**src/rtl/sis_pkg.sv**
```systemverilog
package sis_pkg;

	// Defaults for the top-level parameters.
	localparam int unsigned CAPACITY_DEF    = 32;
	localparam int unsigned VALUE_WIDTH_DEF = 16;

	// Fixed widths of the request and result fields.
	localparam int unsigned KIND_W   = 2;
	localparam int unsigned VALUE_W  = 16;
	localparam int unsigned POS_W    = 5;
	localparam int unsigned COUNT_W  = 6;
	localparam int unsigned ELEM_W   = 16;

	typedef enum logic [KIND_W-1:0] {
		KIND_INSERT = 2'd0,
		KIND_MEMBER = 2'd1,
		KIND_CLEAR  = 2'd2,
		KIND_READ   = 2'd3
	} kind_t;

	typedef enum logic [3:0] {
		ST_IDLE,
		ST_SCAN_RD,
		ST_SCAN_CMP,
		ST_RESOLVE,
		ST_SHIFT_RD,
		ST_SHIFT_WR,
		ST_INS_WR,
		ST_READ_WAIT,
		ST_DONE
	} state_t;

	// Outcome of the shared comparator: stored entry against the key.
	typedef struct packed {
		logic lt;
		logic eq;
	} cmp_res_t;

endpackage

```
**src/rtl/sis_ram.sv**
```systemverilog
module sis_ram #(
	parameter int unsigned WIDTH = 16,
	parameter int unsigned DEPTH = 32
) (
	input  logic                     clk,
	input  logic                     wr_en,
	input  logic [$clog2(DEPTH)-1:0] wr_addr,
	input  logic [WIDTH-1:0]         wr_data,
	input  logic                     rd_en,
	input  logic [$clog2(DEPTH)-1:0] rd_addr,
	output logic [WIDTH-1:0]         rd_data
);

	logic [WIDTH-1:0] mem_q [DEPTH];
	logic [WIDTH-1:0] rd_data_q;

	always_ff @(posedge clk) begin
		if (wr_en) begin
			mem_q[wr_addr] <= wr_data;
		end
		if (rd_en) begin
			rd_data_q <= mem_q[rd_addr];
		end
	end

	assign rd_data = rd_data_q;

endmodule

```
**src/rtl/sis_cmp.sv**
```systemverilog
module sis_cmp #(
	parameter int unsigned WIDTH = 16
) (
	input  logic [WIDTH-1:0] entry,
	input  logic [WIDTH-1:0] key,
	output sis_pkg::cmp_res_t res
);

	// Unsigned magnitude compare of one stored entry against the search key.
	always_comb begin
		res.lt = (entry < key);
		res.eq = (entry == key);
	end

endmodule

```
**src/rtl/sis_seq.sv**
```systemverilog
module sis_seq #(
	parameter int unsigned CAPACITY    = sis_pkg::CAPACITY_DEF,
	parameter int unsigned VALUE_WIDTH = sis_pkg::VALUE_WIDTH_DEF
) (
	input  logic                          clk,
	input  logic                          arst_n,
	input  logic                          in_valid,
	output logic                          in_stall,
	input  logic [sis_pkg::KIND_W-1:0]    kind,
	input  logic [sis_pkg::VALUE_W-1:0]   value,
	input  logic [sis_pkg::POS_W-1:0]     position,
	output logic                          out_valid,
	input  logic                          out_stall,
	output logic                          found,
	output logic [sis_pkg::COUNT_W-1:0]   count,
	output logic [sis_pkg::ELEM_W-1:0]    element,
	output logic                          full_res,
	output logic                          ram_wr_en,
	output logic [$clog2(CAPACITY)-1:0]   ram_wr_addr,
	output logic [VALUE_WIDTH-1:0]        ram_wr_data,
	output logic                          ram_rd_en,
	output logic [$clog2(CAPACITY)-1:0]   ram_rd_addr,
	input  logic [VALUE_WIDTH-1:0]        ram_rd_data,
	output logic [VALUE_WIDTH-1:0]        cmp_key,
	input  sis_pkg::cmp_res_t             cmp_res
);

	localparam int unsigned AW   = $clog2(CAPACITY);
	localparam int unsigned CW   = $clog2(CAPACITY + 1);
	localparam int unsigned CMPW = (CW > sis_pkg::POS_W) ? CW : sis_pkg::POS_W;
	localparam logic [CW-1:0] CAP_C = CW'(CAPACITY);

	sis_pkg::state_t state_q, state_d;
	sis_pkg::kind_t  kind_q, kind_d;
	sis_pkg::kind_t  kind_in;
	logic [VALUE_WIDTH-1:0]     value_q, value_d;
	logic [CW-1:0]              count_q, count_d;
	logic [CW-1:0]              idx_q, idx_d;
	logic [CW-1:0]              sh_q, sh_d;
	logic [CW-1:0]              sh_m1;
	logic                       res_found_q, res_found_d;
	logic                       res_full_q, res_full_d;
	logic [sis_pkg::ELEM_W-1:0] res_elem_q, res_elem_d;
	logic                       out_valid_q;
	logic                       found_q, full_q;
	logic [sis_pkg::COUNT_W-1:0] count_out_q;
	logic [sis_pkg::ELEM_W-1:0] element_q;
	logic                       out_free;
	logic                       out_load;

	assign kind_in  = sis_pkg::kind_t'(kind);
	assign sh_m1    = sh_q - CW'(1);
	assign out_free = !out_valid_q || !out_stall;
	assign out_load = (state_q == sis_pkg::ST_DONE) && out_free;
	assign cmp_key  = value_q;

	always_comb begin
		state_d     = state_q;
		kind_d      = kind_q;
		value_d     = value_q;
		count_d     = count_q;
		idx_d       = idx_q;
		sh_d        = sh_q;
		res_found_d = res_found_q;
		res_full_d  = res_full_q;
		res_elem_d  = res_elem_q;
		in_stall    = 1'b1;
		ram_rd_en   = 1'b0;
		ram_rd_addr = idx_q[AW-1:0];
		ram_wr_en   = 1'b0;
		ram_wr_addr = idx_q[AW-1:0];
		ram_wr_data = value_q;

		unique case (state_q)
			sis_pkg::ST_IDLE: begin
				in_stall = 1'b0;
				if (in_valid) begin
					kind_d      = kind_in;
					value_d     = VALUE_WIDTH'(value);
					idx_d       = '0;
					res_found_d = 1'b0;
					res_full_d  = 1'b0;
					res_elem_d  = '0;
					unique case (kind_in) inside
						sis_pkg::KIND_INSERT, sis_pkg::KIND_MEMBER: begin
							state_d = sis_pkg::ST_SCAN_RD;
						end
						sis_pkg::KIND_CLEAR: begin
							count_d = '0;
							state_d = sis_pkg::ST_DONE;
						end
						default: begin
							if (CMPW'(position) < CMPW'(count_q)) begin
								ram_rd_en   = 1'b1;
								ram_rd_addr = AW'(position);
								state_d     = sis_pkg::ST_READ_WAIT;
							end else begin
								state_d = sis_pkg::ST_DONE;
							end
						end
					endcase
				end
			end
			sis_pkg::ST_SCAN_RD: begin
				if (idx_q == count_q) begin
					state_d = sis_pkg::ST_RESOLVE;
				end else begin
					ram_rd_en = 1'b1;
					state_d   = sis_pkg::ST_SCAN_CMP;
				end
			end
			sis_pkg::ST_SCAN_CMP: begin
				if (cmp_res.lt) begin
					idx_d   = idx_q + CW'(1);
					state_d = sis_pkg::ST_SCAN_RD;
				end else if (cmp_res.eq) begin
					res_found_d = 1'b1;
					state_d     = sis_pkg::ST_DONE;
				end else begin
					state_d = sis_pkg::ST_RESOLVE;
				end
			end
			sis_pkg::ST_RESOLVE: begin
				// The key is absent and idx_q holds its sorted slot.
				if (kind_q == sis_pkg::KIND_MEMBER) begin
					state_d = sis_pkg::ST_DONE;
				end else if (count_q == CAP_C) begin
					res_full_d = 1'b1;
					state_d    = sis_pkg::ST_DONE;
				end else begin
					sh_d    = count_q;
					state_d = (count_q == idx_q) ? sis_pkg::ST_INS_WR : sis_pkg::ST_SHIFT_RD;
				end
			end
			sis_pkg::ST_SHIFT_RD: begin
				ram_rd_en   = 1'b1;
				ram_rd_addr = sh_m1[AW-1:0];
				state_d     = sis_pkg::ST_SHIFT_WR;
			end
			sis_pkg::ST_SHIFT_WR: begin
				ram_wr_en   = 1'b1;
				ram_wr_addr = sh_q[AW-1:0];
				ram_wr_data = ram_rd_data;
				sh_d        = sh_m1;
				state_d     = (sh_m1 == idx_q) ? sis_pkg::ST_INS_WR : sis_pkg::ST_SHIFT_RD;
			end
			sis_pkg::ST_INS_WR: begin
				ram_wr_en = 1'b1;
				count_d   = count_q + CW'(1);
				state_d   = sis_pkg::ST_DONE;
			end
			sis_pkg::ST_READ_WAIT: begin
				res_found_d = 1'b1;
				res_elem_d  = sis_pkg::ELEM_W'(ram_rd_data);
				state_d     = sis_pkg::ST_DONE;
			end
			sis_pkg::ST_DONE: begin
				if (out_free) begin
					state_d = sis_pkg::ST_IDLE;
				end
			end
			default: begin
				state_d = sis_pkg::ST_IDLE;
			end
		endcase
	end

	always_ff @(posedge clk or negedge arst_n) begin
		if (!arst_n) begin
			state_q     <= sis_pkg::ST_IDLE;
			count_q     <= '0;
			out_valid_q <= 1'b0;
		end else begin
			state_q <= state_d;
			count_q <= count_d;
			if (out_load) begin
				out_valid_q <= 1'b1;
			end else if (!out_stall) begin
				out_valid_q <= 1'b0;
			end
		end
	end

	always_ff @(posedge clk) begin
		kind_q      <= kind_d;
		value_q     <= value_d;
		idx_q       <= idx_d;
		sh_q        <= sh_d;
		res_found_q <= res_found_d;
		res_full_q  <= res_full_d;
		res_elem_q  <= res_elem_d;
		if (out_load) begin
			found_q     <= res_found_q;
			full_q      <= res_full_q;
			element_q   <= res_elem_q;
			count_out_q <= sis_pkg::COUNT_W'(count_q);
		end
	end

	assign out_valid = out_valid_q;
	assign found     = found_q;
	assign full_res  = full_q;
	assign element   = element_q;
	assign count     = count_out_q;

endmodule

```
**src/rtl/sorted_integer_set.sv**
```systemverilog
// Sorted integer set: one request at a time, results through a registered output.
// No new request is taken until the previous one has left the sequencer. The scan
// uses a read and a compare state per entry, the shift a read and a write state,
// as the store has one registered read port.
// Reset (arst_n low) empties the set at once; stored values need no clearing.
module sorted_integer_set #(
	parameter int unsigned CAPACITY    = sis_pkg::CAPACITY_DEF,
	parameter int unsigned VALUE_WIDTH = sis_pkg::VALUE_WIDTH_DEF
) (
	input  logic                        clk,
	input  logic                        arst_n,
	input  logic                        in_valid,
	output logic                        in_stall,
	input  logic [sis_pkg::KIND_W-1:0]  kind,
	input  logic [sis_pkg::VALUE_W-1:0] value,
	input  logic [sis_pkg::POS_W-1:0]   position,
	output logic                        out_valid,
	input  logic                        out_stall,
	output logic                        found,
	output logic [sis_pkg::COUNT_W-1:0] count,
	output logic [sis_pkg::ELEM_W-1:0]  element,
	output logic                        full_res
);

	localparam int unsigned AW = $clog2(CAPACITY);

	// The value store holds the set in ascending order in its lowest entries.
	// Entries at or above the count are never read, so the store has no reset.
	logic                   ram_wr_en;
	logic [AW-1:0]          ram_wr_addr;
	logic [VALUE_WIDTH-1:0] ram_wr_data;
	logic                   ram_rd_en;
	logic [AW-1:0]          ram_rd_addr;
	logic [VALUE_WIDTH-1:0] ram_rd_data;

	// The one comparator is shared by every step of the linear scan.
	logic [VALUE_WIDTH-1:0] cmp_key;
	sis_pkg::cmp_res_t      cmp_res;

	sis_ram #(
		.WIDTH (VALUE_WIDTH),
		.DEPTH (CAPACITY)
	) u_ram (
		.clk     (clk),
		.wr_en   (ram_wr_en),
		.wr_addr (ram_wr_addr),
		.wr_data (ram_wr_data),
		.rd_en   (ram_rd_en),
		.rd_addr (ram_rd_addr),
		.rd_data (ram_rd_data)
	);

	sis_cmp #(
		.WIDTH (VALUE_WIDTH)
	) u_cmp (
		.entry (ram_rd_data),
		.key   (cmp_key),
		.res   (cmp_res)
	);

	// The sequencer walks the store from the lowest entry until it reaches the
	// first entry not below the key. An insert of a new value then moves the
	// tail up by one, starting at the top, and writes the key into the gap.
	// A new request is taken while the previous result still waits downstream;
	// the sequencer holds off while it works on a request and while its own
	// result waits for the output register.
	sis_seq #(
		.CAPACITY    (CAPACITY),
		.VALUE_WIDTH (VALUE_WIDTH)
	) u_seq (
		.clk         (clk),
		.arst_n      (arst_n),
		.in_valid    (in_valid),
		.in_stall    (in_stall),
		.kind        (kind),
		.value       (value),
		.position    (position),
		.out_valid   (out_valid),
		.out_stall   (out_stall),
		.found       (found),
		.count       (count),
		.element     (element),
		.full_res    (full_res),
		.ram_wr_en   (ram_wr_en),
		.ram_wr_addr (ram_wr_addr),
		.ram_wr_data (ram_wr_data),
		.ram_rd_en   (ram_rd_en),
		.ram_rd_addr (ram_rd_addr),
		.ram_rd_data (ram_rd_data),
		.cmp_key     (cmp_key),
		.cmp_res     (cmp_res)
	);

endmodule
```
**config.mk**
```make
export PLATFORM = sky130hd
export DESIGN_NAME = sorted_integer_set
export DESIGN_NICKNAME = d
export VERILOG_FILES = /design/src/rtl/sis_pkg.sv /design/src/rtl/sis_ram.sv /design/src/rtl/sis_cmp.sv /design/src/rtl/sis_seq.sv /design/src/rtl/sorted_integer_set.sv
export SDC_FILE = /design/constraint.sdc
export NUM_CORES = 1
export LEC_CHECK = 0
export BUFFER_PORTS_ARGS = -buffer_cell sky130_fd_sc_hd__buf_2
export CAP_MARGIN = 0
export CORE_MARGIN = 10
export CORE_UTILIZATION = 31
export DETAILED_ROUTE_END_ITERATION = 10
export PLACE_DENSITY = 0.5
export SETUP_SLACK_MARGIN = 0.1
export SYNTH_ARGS = -nofsm -noshare
export SYNTH_HDL_FRONTEND = slang
export SYNTH_SLANG_ARGS = --single-unit
```
**constraint.sdc**
```tcl
create_clock -name clk -period 4.5 [get_ports clk]
set_input_delay 0.675 -clock clk [delete_from_list [all_inputs] [get_ports clk]]
set_output_delay 0.675 -clock clk [all_outputs]
set_load 0.03 [all_outputs]
```
-- Word-level counts from Yosys, hierarchy flattened
Memories as Yosys holds them, arrays and structs flattened. A register that Yosys moved wholly into a read port is not among the register bits.
Cells that the tools add are included.
- add/subtract/negate cells: 3
- order comparisons: 2
- equality and inequality tests: 26
- multiplexer cells: 47
- reductions and logical operators: 24
- operators by type and width (operator ; count):
    $mux 6 ; 6
    $pmux 6 s2 ; 3
    $mux 16 ; 2
    $pmux 16 s2 ; 1
    $pmux 4 s8 ; 1
    $mux 4 ; 7
    $mux 5 ; 4
    $eq 6x6->1 ; 3
    $eq 16x16->1 ; 1
    $eq 4x3->1 const B ; 4
    $lt 16x16->1 ; 1
    $mux 1 ; 16
    $add 6x1->6 const B ; 2
    $ne 2x2->1 const B ; 6
    $pmux 5 s2 ; 1
    $reduce_bool 2->1 ; 5
    $reduce_and 3->1 ; 3
    $eq 4x2->1 const B ; 2
    $ne 2x1->1 const B ; 4
    $pmux 4 s2 ; 1
    $reduce_and 4->1 ; 2
    $eq 6x6->1 const B ; 1
    $lt 5x6->1 ; 1
    $pmux 1 s3 ; 2
    16 further kinds ; 23
- bits in registers: 83
- memory bits (writable): 512
- bits of input ports: 27
- output and inout bits: 26
- logic and storage cells: 117
- memories: 1
- memory list (memory ; words ; width ; read ports ; clocked after memory_dff ; write ports ; RTL line ; RTL):
    u_ram.mem_q ; 32 ; 16 ; 1 ; 1 ; 1 ; sis_ram.sv:14 ; logic [WIDTH-1:0] mem_q [DEPTH];

-- Longest topological paths before layout
Gate-level depths: netlist (run 1).
- depth after elaboration: 5
- depth in mapped cells: 15
- gate-level depth less buffers: 11

-- Modules after synthesis
From an unflattened synthesis (run 1), not the netlist that was laid out.
- cells, all modules: 1562
- area, all modules: 25135.4 sq um
- modules (own cells, without submodules) (module ; times used ; cells an instance ; area each (sq um) ; sequential area each (sq um)):
    sis_ram ; 1 ; 1143 ; 20694.8 ; 15855.2
    sis_seq ; 1 ; 363 ; 4041.4 ; 2437.3
    sis_cmp ; 1 ; 56 ; 399.1 ; 0.0

-- Worst setup path after synthesis (run 1)
OpenSTA, ideal clock, no wires.
- path type: input to register
- start: in position[3] (netlist bit)
- end: reg u_ram.rd_data_q[3] (netlist: u_ram.rd_data[3]), read port of u_ram.mem_q, data pin
- library setup time: 0.255 ns
- arrival time: 3.306 ns
- data required time: 4.245 ns
- path slack: 0.938 ns
- cell stages on the path: 12
- path buffers: 3
- path through: ha_1 > a211oi_1 > o32a_2 > a21boi_2 > a221o_1 > buf_2 > buf_4 > buf_2 > mux2i_1 > o22ai_1 > or4_1 > and3_1
- longest elaborated chain between the ends: 5
- elaborated cells between the ends (all ways): 9
- classes of those cells: order compare: 1; mux: 8
- ends and longest elaborated chain (item ; RTL line ; RTL):
    start, declared ; sorted_integer_set.sv:16 ; input logic [sis_pkg::POS_W-1:0] position,
    $lt 5x6->1 ; sis_seq.sv:93 ; if (CMPW'(position) < CMPW'(count_q)) begin
    $mux 1 or $mux 5 (tied branches) ; sis_seq.sv:93 ;
    $mux 1 or $mux 5 (tied branches) ; sis_seq.sv:84 ; unique case (kind_in) inside
    $mux 1 or $mux 5 (tied branches) ; sis_seq.sv:77 ; if (in_valid) begin
    $pmux 1 s3 or $pmux 5 s2 (tied branches) ; sis_seq.sv:74 ; unique case (state_q)
    end, declared ; sis_ram.sv:15 ; logic [WIDTH-1:0] rd_data_q;
Several ways; a longest one is shown, not always the timed one.
A chain may end at the register's enable or synchronous reset.

-- Final worst setup path (run 1)
- start: reg u_seq.count_q[3]
- end: reg u_ram.rd_data_q[13] (netlist: u_ram.rd_data[13]), read port of u_ram.mem_q, data pin
- longest elaborated chain between the ends: 5
- elaborated cells between the ends (all ways): 11
- classes of those cells: order compare: 1; eq/ne: 1; mux: 9
- ends and longest elaborated chain (item ; RTL line ; RTL):
    start, declared ; sis_seq.sv:37 ; logic [CW-1:0] count_q, count_d;
    start signal, assigned ; sis_seq.sv:175 ; count_q <= count_d;
    $lt 5x6->1 ; sis_seq.sv:93 ;
    $mux 1 or $mux 5 (tied branches) ; sis_seq.sv:93 ;
    $mux 1 or $mux 5 (tied branches) ; sis_seq.sv:84 ;
    $mux 1 or $mux 5 (tied branches) ; sis_seq.sv:77 ;
    $pmux 1 s3 or $pmux 5 s2 (tied branches) ; sis_seq.sv:74 ;
Several ways; a longest one is shown, not always the timed one.

==> run_results.csv, run 1 <==
group,metric,value,unit
die,die_height,303,microns
timing,max_slew_margin,0.320,
clock_tree,cts_made_buffers,60,
power,irDropWorstVdd,0.403,mV
finish,final_nets,1763,
placement,numPortBuffers,52,
clock_tree,clock_insertion_delay_worst_skew,630,ps
timing,worstMarginPinSlew,1020,ps
clock_tree,cts_max_path_bufs,3,
setup_path,startpoint_type,"register",
die,chipWidth,303,microns
route,topRoutingLayerUsed,"met5",
setup_path,worst_path_largest_cell_delay,600,ps
timing,max_freq,0.246,GHz
clock_tree,root_buffer,"sky130_fd_sc_hd__clkbuf_16",
die,die_area,91600,sq um
placement,dpl-instance-area,26900,sq um
power,power_per_cell_area,635,nW/um^2
timing,period_needed,4070,ps
timing,min_period_over_period,0.904,
setup_path,crit_slowest_cell,"sky130_fd_sc_hd__a31oi_1",
die,std_cell_rows,103,
timing,setup_viol,0,
setup_path,worst_path_arrival_time,4570,ps
global_route,grt_use_total,0.141,
global_route,grt_max_degree,118,
setup_path,critical_path_class,"reg2reg",
setup_path,regToRegSetupSlack,430,ps
clock_tree,clock_sinks,611,
finish,final_area,28700,sq um
route,post_drt_wl_per_cell,23.5,microns
clock_tree,tritoncts_clock_tree,"yes",
setup_path,critical_path.most_common_cell,"sky130_fd_sc_hd__buf_4",
yosys,synth_enable_flop_cells,600,
route,wl_met1,30700,microns
finish,layout_commonest_cell,"sky130_fd_sc_hd__edfxtp_1",
placement,detailed_place_hpwl,43100,microns
yosys,synth_unique_cells,67,
die,floorplan.core_area,79100,sq um
die,boundaryPins,53,
power,totalPowerFinal,18200,uW
yosys,ys.warnings.count,0,
route,met2_wirelength,30100,microns
min_path,worst_hold_path_type,"in2reg",
global_route,grt_pass1_vias,14051,
yosys,post_synth.cell_area_avg,15.6,sq um
setup_path,timing.critical_path.required,5000,ps
timing,number_of_slew_limit_violations_in_the_final_report,0,
route,detail-route-antenna-nets,0,
route,initialDrtViolationCount,1163,
setup_path,crit_path_end_kind,"register",
finish,most_used_cells_in_the_layout_excluding_fill_and_tap_cells,"sky130_fd_sc_hd__edfxtp_1 (600), sky130_fd_sc_hd__mux2i_1 (154), sky130_fd_sc_hd__nand2_1 (95), sky130_fd_sc_hd__buf_4 (95), sky130_fd_sc_hd__nand3_1 (73)",
yosys,yosys_register_bits,611,
clock_tree,cts.reportedPaths.clkPinSlew,60,ps
timing,clock-skew-final,24.9,ps
yosys,synth-seq-area-share,0.738,
clock_tree,post-cts-setup-buffers,0,
finish,layout-drive-gt1-share,0.155,
die,initial_utilization,0.313,
outcome,outcome,"finished clean",
setup_path,critical_path.max_fanout,25,
yosys,asyncSetResetFlopFracSynth,0.0180,
timing,setup-tns-final,0,ps
placement,final_weighted_congestion_in_routability_driven_placement,0.820,
yosys,synth.net_count,1642,
setup_path,crit_path_cell_trace,"inv_1 -> ha_1 -> a211oi_1 -> o32a_2 -> a31o_1 -> or2_2 -> buf_4 -> nor2_2 -> buf_4 -> a21oi_1 -> a31oi_1 -> and3_1",
route,num_vias,14322,
clock_tree,cts_hold_buffers,1,
route,drc_errors,0,
global_route,grt_overflow,0,
power,leakage,0.00978,uW
global_route,grt_antenna_before_repair,2,
route,met3RoutedLength,3840,microns
clock_tree,h-tree-depth,2,
yosys,syn-cell-area,24800,sq um
route,detail_route.vias_per_cell,5.10,
finish,antenna_cells_inserted,0,
route,detail_route.wirelength,66100,microns
clock_tree,cts-resized-gates,0,
yosys,synth_top_flop_cell,"sky130_fd_sc_hd__edfxtp_1",
run,timing.max_cap.violations,0,
timing,unrepaired_setup_endpoints_after_global_routing,"false",
timing,report.final.hold_viol_count,0,
timing,hold-worst-slack,216,ps
finish,area_delta_synth_final,15.8,%
global_route,global_route_wire_length_before_repair,96700,microns
route,first_pass_iters,6,
yosys,netlist_instances,1591,
-- final timing paths --
path	startpoint	end	depth (start not counted)
hold / removal	value[10]	u_seq.cmp_key[10]$_DFFE_PP_	1
max in group asynchronous	arst_n	u_seq.out_valid$_DFFE_PN0P_	2
setup / recovery	u_seq.count_q[3]$_DFFE_PN0P_	u_ram.rd_data[13]$_DFFE_PP_	12
setup reg to reg	u_seq.count_q[3]$_DFFE_PN0P_	u_ram.rd_data[13]$_DFFE_PP_	12
hold reg to reg	u_seq.res_found_q$_DFFE_PP_	u_seq.found$_DFFE_PP_	0
min in group asynchronous	arst_n	u_seq.count_q[3]$_DFFE_PN0P_	2
-- registers in the layout, summed over array words and instances, names as in the netlist --
register / count
u_seq.idx_q: 6
u_seq.count: 6
u_seq.cmp_key: 16
u_seq.full_res: 1
u_seq.res_found_q: 1
u_ram.mem_q: 512
u_seq.count_q: 6
u_seq.found: 1
u_seq.res_full_q: 1
u_seq.res_elem_q: 16
u_seq.state_q: 4
u_seq.sh_q: 6
u_seq.element: 16
u_seq.kind_q: 2
u_ram.rd_data: 16
u_seq.out_valid: 1
-- per-layer routing --
metal / up-vias / GRT usage
met5: - / 0
met3: 98 / 0.0210
met4: 4 / 0.0337
met1: 7332 / 0.204
met2: 414 / 0.220
li1: 6474 / -
-- cells in the mapped netlist (20+ instances only) --
cell                       count  share of area
sky130_fd_sc_hd__edfxtp_1    600           0.73
sky130_fd_sc_hd__mux2i_1     154          0.062
sky130_fd_sc_hd__nand2_1      96          0.015
sky130_fd_sc_hd__nand3_1      73          0.015
sky130_fd_sc_hd__a21oi_1      60          0.012
sky130_fd_sc_hd__nor2_1       60         0.0091
sky130_fd_sc_hd__clkbuf_1     52         0.0079
sky130_fd_sc_hd__and3_1       49          0.012
sky130_fd_sc_hd__o22ai_1      45          0.011
sky130_fd_sc_hd__o21ai_0      33         0.0067
sky130_fd_sc_hd__buf_2        32         0.0065
sky130_fd_sc_hd__inv_1        32         0.0048
sky130_fd_sc_hd__ha_1         24          0.012
sky130_fd_sc_hd__and2_1       22         0.0056
sky130_fd_sc_hd__a31oi_1      20         0.0051
-- worst max-delay path: cells and delay by family (launching register included) --
| family | cells | cell delay (ps) |
|---|---|---|
| adder cells (fa/ha/maj) | 1 | 320 |
| AND/OR/NAND/NOR | 3 | 830 |
| flip-flops | 1 | 480 |
| AO/OA/AOI/OAI | 5 | 1580 |
| buffers and inverters | 3 | 710 |
-- metrics by stage --
stage,utilization,setup slack [ps],cells
finish,0.362,430,2810
global route,0.362,231,2810
CTS,0.362,422,2810
detailed placement,0.339,249,2699
global placement,0.339,212,2699
floorplan,-,938,1591
-- area by class of cell --
cell class	count	area, sq um
timing repair buffer	155	1120
sequential	611	18300
clock buffer	81	1610
multi-input combinational	852	6020
inverter	32	120
tap	1050	1310
fill	7496	50400
clock inverter	29	203
-- cells by family (layout without fill, tap and decap cells) --
family,count (synthesis),in the layout,synth area share
flip-flops,611,611,0.738
AND/OR/NAND/NOR,370,370,0.0765
AO/OA/AOI/OAI,280,280,0.0799
multiplexers,154,154,0.0622
buffers and inverters,128,297,0.0223
adder cells (fa/ha/maj),24,24,0.0121
XOR/XNOR,24,24,0.00849
-- power by group --
part           leakage, uW  internal (uW)  switching [uW]
logic              0.00332           2110            3910
registers          0.00558           7060             374
clock network     0.000883           2610            2130
total              0.00978          11800            6420
Power figures use the tool's default switching activity.
==> inputs of run 2 (changes only) <==
--- a/config.mk
+++ b/config.mk
@@ -5,6 +5,7 @@
 export SDC_FILE = /design/constraint.sdc
 export NUM_CORES = 1
 export LEC_CHECK = 0
+export ABC_AREA = 1
 export BUFFER_PORTS_ARGS = -buffer_cell sky130_fd_sc_hd__buf_2
 export CAP_MARGIN = 0
 export CORE_MARGIN = 10
==> run 2 against run 1 <==
Clock-buffer cell count is 3 higher. Sequential power is 1% higher. Via count is 29% higher. Final area is 8.6% higher. Clock power is 8.8% higher. Non-clock buffer count is 19 lower. Final cell count is 35% higher. Wire length is 16% higher. Hold slack better by 37 ps. Clock skew is 0.61 ps lower. Critical path depth is 7 higher. Sequential share of layout area is 5.0 points lower.
==> run_results.csv, run 2 <==
group,metric,value,unit
timing,setup-tns-final,0,ps
route,initialDrtViolationCount,1753,
finish,final_cells,3797,
global_route,global_route_wire_length_before_repair,114000,microns
timing,setup_viol,0,
finish,layout_commonest_cell,"sky130_fd_sc_hd__nand2_1",
yosys,yosysMostFrequentCell,"sky130_fd_sc_hd__nand2_1",
global_route,grt_antenna_before_repair,1,
yosys,synth.net_count,2582,
placement,numPortBuffers,52,
yosys,yosys_register_bits,611,
clock_tree,clock_insertion_delay_worst_skew,600,ps
route,detail_route.wirelength,76300,microns
setup_path,crit_path_end_kind,"register",
timing,min_period_over_period,0.837,
clock_tree,cts-resized-gates,0,
route,num_vias,18470,
yosys,netlist_top_cells_area,"sky130_fd_sc_hd__edfxtp_1 (66%), sky130_fd_sc_hd__nand3_1 (9.4%), sky130_fd_sc_hd__nand2_1 (9.0%)",
run,timing.max_cap.violations,0,
timing,number_of_slew_limit_violations_in_the_final_report,0,
die,die_area,100000,sq um
global_route,grt_max_degree,143,
route,first_pass_iters,5,
min_path,worst_hold_path_type,"in2reg",
yosys,asyncSetResetFlopFracSynth,0.0180,
setup_path,worst_path_arrival_time,4110,ps
die,floorplan.core_area,87000,sq um
finish,nFillCells,8596,
power,power_per_cell_area,791,nW/um^2
yosys,synth_enable_flop_cells,600,
power,leakage,0.0124,uW
die,initial_utilization,0.314,
finish,largest_reg_flops,512,
finish,largest-register,"u_ram.mem_q",
power,irDropWorstVdd,0.914,mV
die,die_height,317,microns
timing,report.final.hold_viol_count,0,
route,drc_errors,0,
die,std_cell_rows,108,
clock_tree,cts.reportedPaths.clkPinSlew,60,ps
timing,unrepaired_setup_endpoints_after_global_routing,"false",
clock_tree,h-tree-depth,3,
clock_tree,root_buffer,"sky130_fd_sc_hd__clkbuf_16",
finish,layout-drive-gt1-share,0.0995,
setup_path,critical_path_class,"reg2reg",
yosys,synth_top_cell_by_area,"sky130_fd_sc_hd__edfxtp_1",
finish,most_used_cells_in_the_layout_excluding_fill_and_tap_cells,"sky130_fd_sc_hd__nand2_1 (653), sky130_fd_sc_hd__edfxtp_1 (600), sky130_fd_sc_hd__nand3_1 (513), sky130_fd_sc_hd__inv_1 (282), sky130_fd_sc_hd__nand3b_1 (96)",
die,boundaryPins,53,
timing,clock-skew-final,24.3,ps
placement,final_weighted_congestion_in_routability_driven_placement,0.845,
yosys,netlist_instances,2531,
placement,placed_cells,3681,
route,detail-route-antenna-nets,0,
yosys,post_synth.cell_area_avg,10.8,sq um
finish,final-seq-area,18300,sq um
finish,area_delta_synth_final,14.1,%
finish,antenna_cells_inserted,0,
timing,max_freq,0.266,GHz
clock_tree,post-cts-setup-buffers,0,
finish,multi_input_comb_area,7230,sq um
timing,period_needed,3760,ps
yosys,synth_unique_cells,39,
yosys,synthDominantCellAreaShare,0.660,
yosys,syn-cell-area,27300,sq um
yosys,synth-seq-area-share,0.670,
global_route,grt_use_total,0.150,
timing,worstMarginPinSlew,1150,ps
clock_tree,tritoncts_clock_tree,"yes",
outcome,outcome,"finished clean",
clock_tree,clock_sinks,611,
yosys,synth_top_flop_cell,"sky130_fd_sc_hd__edfxtp_1",
placement,detailed_place_hpwl,45700,microns
route,detail_route.vias_per_cell,4.86,
clock_tree,cts_made_buffers,66,
clock_tree,cts_max_path_bufs,3,
setup_path,timing.critical_path.required,4850,ps
yosys,synth.top_cells.by_count,"sky130_fd_sc_hd__nand2_1 (655), sky130_fd_sc_hd__edfxtp_1 (600), sky130_fd_sc_hd__nand3_1 (513), sky130_fd_sc_hd__inv_1 (282), sky130_fd_sc_hd__nand3b_1 (96)",
finish,finish.utilization,0.358,
route,post_drt_wl_per_cell,20.1,microns
setup_path,startpoint_type,"register",
global_route,grt_pass1_vias,17748,
setup_path,critical_path.max_fanout,105,
global_route,grt_overflow,0,
yosys,ys.warnings.count,0,
die,chipWidth,317,microns
finish,final_nets,2646,
timing,max_slew_margin,0.233,
run 2: cell count changes in the layout (fill, tap and decap cells not counted), sizes merged, moves of 19 or more:
cell / before / now
a21oi: 60 / 19
a221o: 19 / 0
and2: 24 / 0
and3: 49 / 0
buf: 154 / 135
inv: 33 / 292
mux2i: 154 / 0
nand2: 97 / 658
nand3: 73 / 513
nand3b: 6 / 96
nor2: 60 / 94
o22ai: 45 / 3
run 2: through the flow:
stage,total power [uW],hold WS [ps],worst slack [ps],cell area (sq um)
global route,26200,235,438,31100
CTS,24900,216,709,31100
finish,24600,253,735,31100
detailed placement,19600,405,600,29100
floorplan,15300,379,1450,27300
global placement,19500,406,520,29100
run 2: cells by family after synthesis:
| group | Yosys count | synth area share |
|---|---|---|
| compound gates | 78 | 0.0167 |
| xor+xnor | 11 | 0.00353 |
| fa+ha+maj | 24 | 0.0110 |
| buf+inv | 429 | 0.0698 |
| flops | 611 | 0.670 |
| simple gates | 1378 | 0.229 |
run 2: per-layer routing:
metal	global-route usage	wire length, microns	vias up
met3	0.0212	4770	96
met2	0.245	35600	574
met1	0.206	34400	9066
li1	-	-	8734
met4	0.0421	1580	0
met5	0	0	-
run 2: worst paths after layout:
path | from | end | slack (ps) | cells past startpoint
worst max-delay path | u_seq.count_q[4]$_DFFE_PN0P_ | u_ram.rd_data[10]$_DFFE_PP_ | 740 | 19
worst min-delay path | value[11] | u_seq.cmp_key[11]$_DFFE_PP_ | 250 | 1
worst max register to register | u_seq.count_q[4]$_DFFE_PN0P_ | u_ram.rd_data[10]$_DFFE_PP_ | 740 | 19
worst min register to register | u_seq.res_elem_q[7]$_SDFFCE_PN0P_ | u_seq.element[7]$_DFFE_PP_ | 410 | 0
max in group asynchronous | arst_n | u_seq.out_valid$_DFFE_PN0P_ | 3770 | 2
min in group asynchronous | arst_n | u_seq.state_q[2]$_DFFE_PN0P_ | 500 | 2
run 2: area by class of cell:
class,instances,share of cell area
Tap cell,1155,0.0464
Sequential cell,611,0.587
Timing Repair Buffer,136,0.0343
Clock inverter,31,0.00808
Clock buffer,84,0.0569
Multi-Input combinational cell,1491,0.232
Inverter,289,0.0348
run 2: power by group:
| group | internal [uW] | leakage (uW) | switching [uW] |
|---|---|---|---|
| logic | 3230 | 0.00579 | 8710 |
| clock network | 3000 | 0.000991 | 2170 |
| registers | 7220 | 0.00558 | 286 |
| total | 13500 | 0.0124 | 11200 |
run 2: worst max-delay path, stage by stage (launching register included):
cell                      delay [ps]
sky130_fd_sc_hd__dfrtp_1         550
sky130_fd_sc_hd__inv_1           140
sky130_fd_sc_hd__ha_1            310
sky130_fd_sc_hd__nand2_1          50
sky130_fd_sc_hd__nor2_1          100
sky130_fd_sc_hd__nand2_1         130
sky130_fd_sc_hd__nand2_1         100
sky130_fd_sc_hd__nor2_1           50
sky130_fd_sc_hd__nand3_1          60
sky130_fd_sc_hd__nand2_1         130
sky130_fd_sc_hd__nand2_8         120
sky130_fd_sc_hd__buf_12          340
sky130_fd_sc_hd__buf_12          340
sky130_fd_sc_hd__nand3_1         100
sky130_fd_sc_hd__nand3_1         120
sky130_fd_sc_hd__nand3_1          70
sky130_fd_sc_hd__nand3_1         200
sky130_fd_sc_hd__nand2_1         170
sky130_fd_sc_hd__nand2_1         100
sky130_fd_sc_hd__nand2_1          80
run 2: what timing repair did:
| action | in CTS | in global routing |
|---|---|---|
| hold buffers | 1 | 0 |
| setup endpoints to repair | 0 | 0 |
| endpoints found under the hold margin | 11 | 0 |
==> inputs of run 3 (changes only) <==
--- a/config.mk
+++ b/config.mk
@@ -5,7 +5,7 @@
 export SDC_FILE = /design/constraint.sdc
 export NUM_CORES = 1
 export LEC_CHECK = 0
-export ABC_AREA = 1
+export ABC_AREA = 0
 export BUFFER_PORTS_ARGS = -buffer_cell sky130_fd_sc_hd__buf_2
 export CAP_MARGIN = 0
 export CORE_MARGIN = 10
==> constraint.sdc (replaced) <==
create_clock -name clk -period 3.51 [get_ports clk]
set_input_delay 0.5265 -clock clk [delete_from_list [all_inputs] [get_ports clk]]
set_output_delay 0.5265 -clock clk [all_outputs]
set_load 0.03 [all_outputs]
==> run 3 against run 2 <==
Final cell count down 23%. Critical endpoint is now u_ram.rd_data[1]$_DFFE_PP_. Final area down 1.9%. Sequential power up 26%. Largest power group unchanged.
==> run_results.csv, run 3 (same netlist as run 1, synthesis figures left out) <==
group,metric,value,unit
clock_tree,clock_sinks,611,
setup_path,crit_slowest_cell,"sky130_fd_sc_hd__or4_4",
setup_path,crit_path_end_kind,"register",
run,timing.max_cap.violations,0,
power,leakage,0.0106,uW
finish,most_used_cells_in_the_layout_excluding_fill_and_tap_cells,"sky130_fd_sc_hd__edfxtp_1 (600), sky130_fd_sc_hd__buf_4 (147), sky130_fd_sc_hd__mux2i_1 (123), sky130_fd_sc_hd__nand2_1 (95), sky130_fd_sc_hd__nand3_1 (73)",
global_route,grt_antenna_before_repair,3,
finish,largest_reg_flops,512,
power,cell_internal_pwr,17400,uW
global_route,grt_max_degree,46,
route,initialDrtViolationCount,1256,
timing,worstMarginPinSlew,784,ps
timing,hold-worst-slack,109,ps
finish,layout_commonest_cell,"sky130_fd_sc_hd__edfxtp_1",
power,totalPowerFinal,26100,uW
min_path,worst_hold_path_type,"in2reg",
power,clockPowerShare,0.260,
setup_path,cp_num_buf_inv,3,
clock_tree,cts_made_buffers,66,
setup_path,timing.critical_path.required,3860,ps
setup_path,worst_path_largest_cell_delay,520,ps
die,die_area,91600,sq um
route,detail_route.vias_per_cell,5.06,
finish,final_nets,1860,
placement,placement.setup.worst_slack,-374,ps
timing,max_freq,0.293,GHz
timing,report.final.hold_viol_count,0,
clock_tree,cts_max_path_bufs,3,
power,total_switching_power,8760,uW
power,pwr-share-comb,0.377,
finish,finish.utilization,0.386,
setup_path,critical_path_class,"reg2reg",
timing,unrepaired_setup_endpoints_after_global_routing,"true",
die,die_height,303,microns
finish,layout-drive-gt1-share,0.234,
placement,placed_cells,2770,
clock_tree,h-tree-depth,3,
route,drc_errors,0,
route,num_vias,14723,
route,first_pass_iters,5,
clock_tree,tritoncts_clock_tree,"yes",
global_route,grt_use_total,0.144,
route,post_drt_wl_per_cell,23.3,microns
timing,layout_setup_ws,95.3,ps
power,irDropWorstVdd,0.359,mV
timing,max_slew_margin,0.477,
global_route,grt_pass1_vias,14327,
clock_tree,cts.reportedPaths.clkPinSlew,60,ps
setup_path,critical_path.max_fanout,8,
die,std_cell_rows,103,
timing,number_of_slew_limit_violations_in_the_final_report,0,
setup_path,crit_path_cell_trace,"inv_1 -> ha_4 -> nand4b_1 -> and2_4 -> o32a_4 -> and2_4 -> a221o_4 -> buf_12 -> buf_12 -> mux2i_2 -> o22ai_2 -> or4_4 -> and3_1",
finish,final_cells,2907,
die,boundaryPins,53,
timing,period_needed,3410,ps
route,detail-route-antenna-nets,0,
timing,clock-skew-final,27.3,ps
finish,area_delta_synth_final,23.3,%
placement,detailed_place_hpwl,43200,microns
route,detail_route.wirelength,67700,microns
power,power.switching_fraction,0.335,
setup_path,startpoint_type,"register",
setup_path,cell_family_contributing_the_most_delay_on_the_critical_path,"simple AND/OR/NAND/NOR gates",
power,power_per_cell_area,855,nW/um^2
setup_path,worst_path_arrival_time,3770,ps
timing,setup_viol,0,
clock_tree,clock_insertion_delay_worst_skew,600,ps
die,chipWidth,303,microns
global_route,grt_overflow,0,
die,initial_utilization,0.313,
die,floorplan.core_area,79100,sq um
outcome,outcome,"finished clean",
power,share_seq_of_total_power,0.363,
placement,numPortBuffers,52,
timing,min_period_over_period,0.973,
placement,final_weighted_congestion_in_routability_driven_placement,0.813,
finish,largest-register,"u_ram.mem_q",
global_route,global_route_wire_length_before_repair,97800,microns
clock_tree,root_buffer,"sky130_fd_sc_hd__clkbuf_16",
run 3: cell types whose count changed in the layout (fill, tap and decap cells not counted), sizes merged, moves of 19 or more:
cell,delta
nand2,-561
o22ai,+42
and2,+24
a221o,+19
buf,+106
nand3b,-90
mux2i,+154
nand3,-440
inv,-259
nor2,-34
and3,+49
a21oi,+41
run 3: area by class of cell:
cell class              count  area (sq um)
clock inverters            28           299
diodes                      1          2.50
repair buffers            246          2290
clock buffers              87          1790
well taps                1050          1310
multi-input cells         852          6430
fillers                  7274         48600
inverters                  32           120
flip-flops and latches    611         18300
run 3: layer usage:
layer | track usage | routed length [microns]
met1 | 0.199 | 30800
met2 | 0.231 | 31400
met3 | 0.0266 | 4030
met4 | 0.0358 | 1400
met5 | 0 | 0
run 3: through the flow:
stage          area (sq um)  setup TNS (ps)
3_5_place_dp          27700           -4810
6_report              30500               0
5_1_grt               30500           -27.7
2_1_floorplan         24800               0
3_3_place_gp          27700           -3880
4_1_cts               30100               0
run 3: final timing paths:
kind	start	cells past startpoint	end	slack [ps]
worst min register to register	u_seq.res_elem_q[10]$_SDFFCE_PN0P_	0	u_seq.element[10]$_DFFE_PP_	420
worst min-delay path	value[6]	1	u_seq.cmp_key[6]$_DFFE_PP_	110
worst max-delay path	u_seq.count_q[4]$_DFFE_PN0P_	13	u_ram.rd_data[1]$_DFFE_PP_	100
worst max register to register	u_seq.count_q[4]$_DFFE_PN0P_	13	u_ram.rd_data[1]$_DFFE_PP_	100
max in group asynchronous	arst_n	2	u_seq.count_q[2]$_DFFE_PN0P_	2930
min in group asynchronous	arst_n	2	u_seq.count_q[3]$_DFFE_PN0P_	350
run 3: power groups by stage:
stage          sequential, uW  combinational [uW]  clock [uW]
2_1_floorplan            9490                4720           0
3_3_place_gp             9610                8870           0
3_5_place_dp             9620                8950           0
4_1_cts                  9470                9330        6950
5_1_grt                  9510               10500        7260
6_report                 9480                9830        6790
run 3: timing repair:
action / CTS / global route
hold endpoints to repair: 11 / 0
pin swaps: 3 / 16
endpoints found under the setup margin: 16 / 16
buffers inserted: 7 / 8
hold buffers: 1 / 0
cloned: 2 / 4
resized for setup: 28 / 61
run 3: worst reg2reg max path, cell delays in order (launching register included):
cell and delay [ps]:
sky130_fd_sc_hd__dfrtp_1 340, sky130_fd_sc_hd__inv_1 90, sky130_fd_sc_hd__ha_4 270, sky130_fd_sc_hd__nand4b_1 90
sky130_fd_sc_hd__and2_4 180, sky130_fd_sc_hd__o32a_4 240, sky130_fd_sc_hd__and2_4 180, sky130_fd_sc_hd__a221o_4 460
sky130_fd_sc_hd__buf_12 180, sky130_fd_sc_hd__buf_12 160, sky130_fd_sc_hd__mux2i_2 210, sky130_fd_sc_hd__o22ai_2 110
sky130_fd_sc_hd__or4_4 520, sky130_fd_sc_hd__and3_1 150
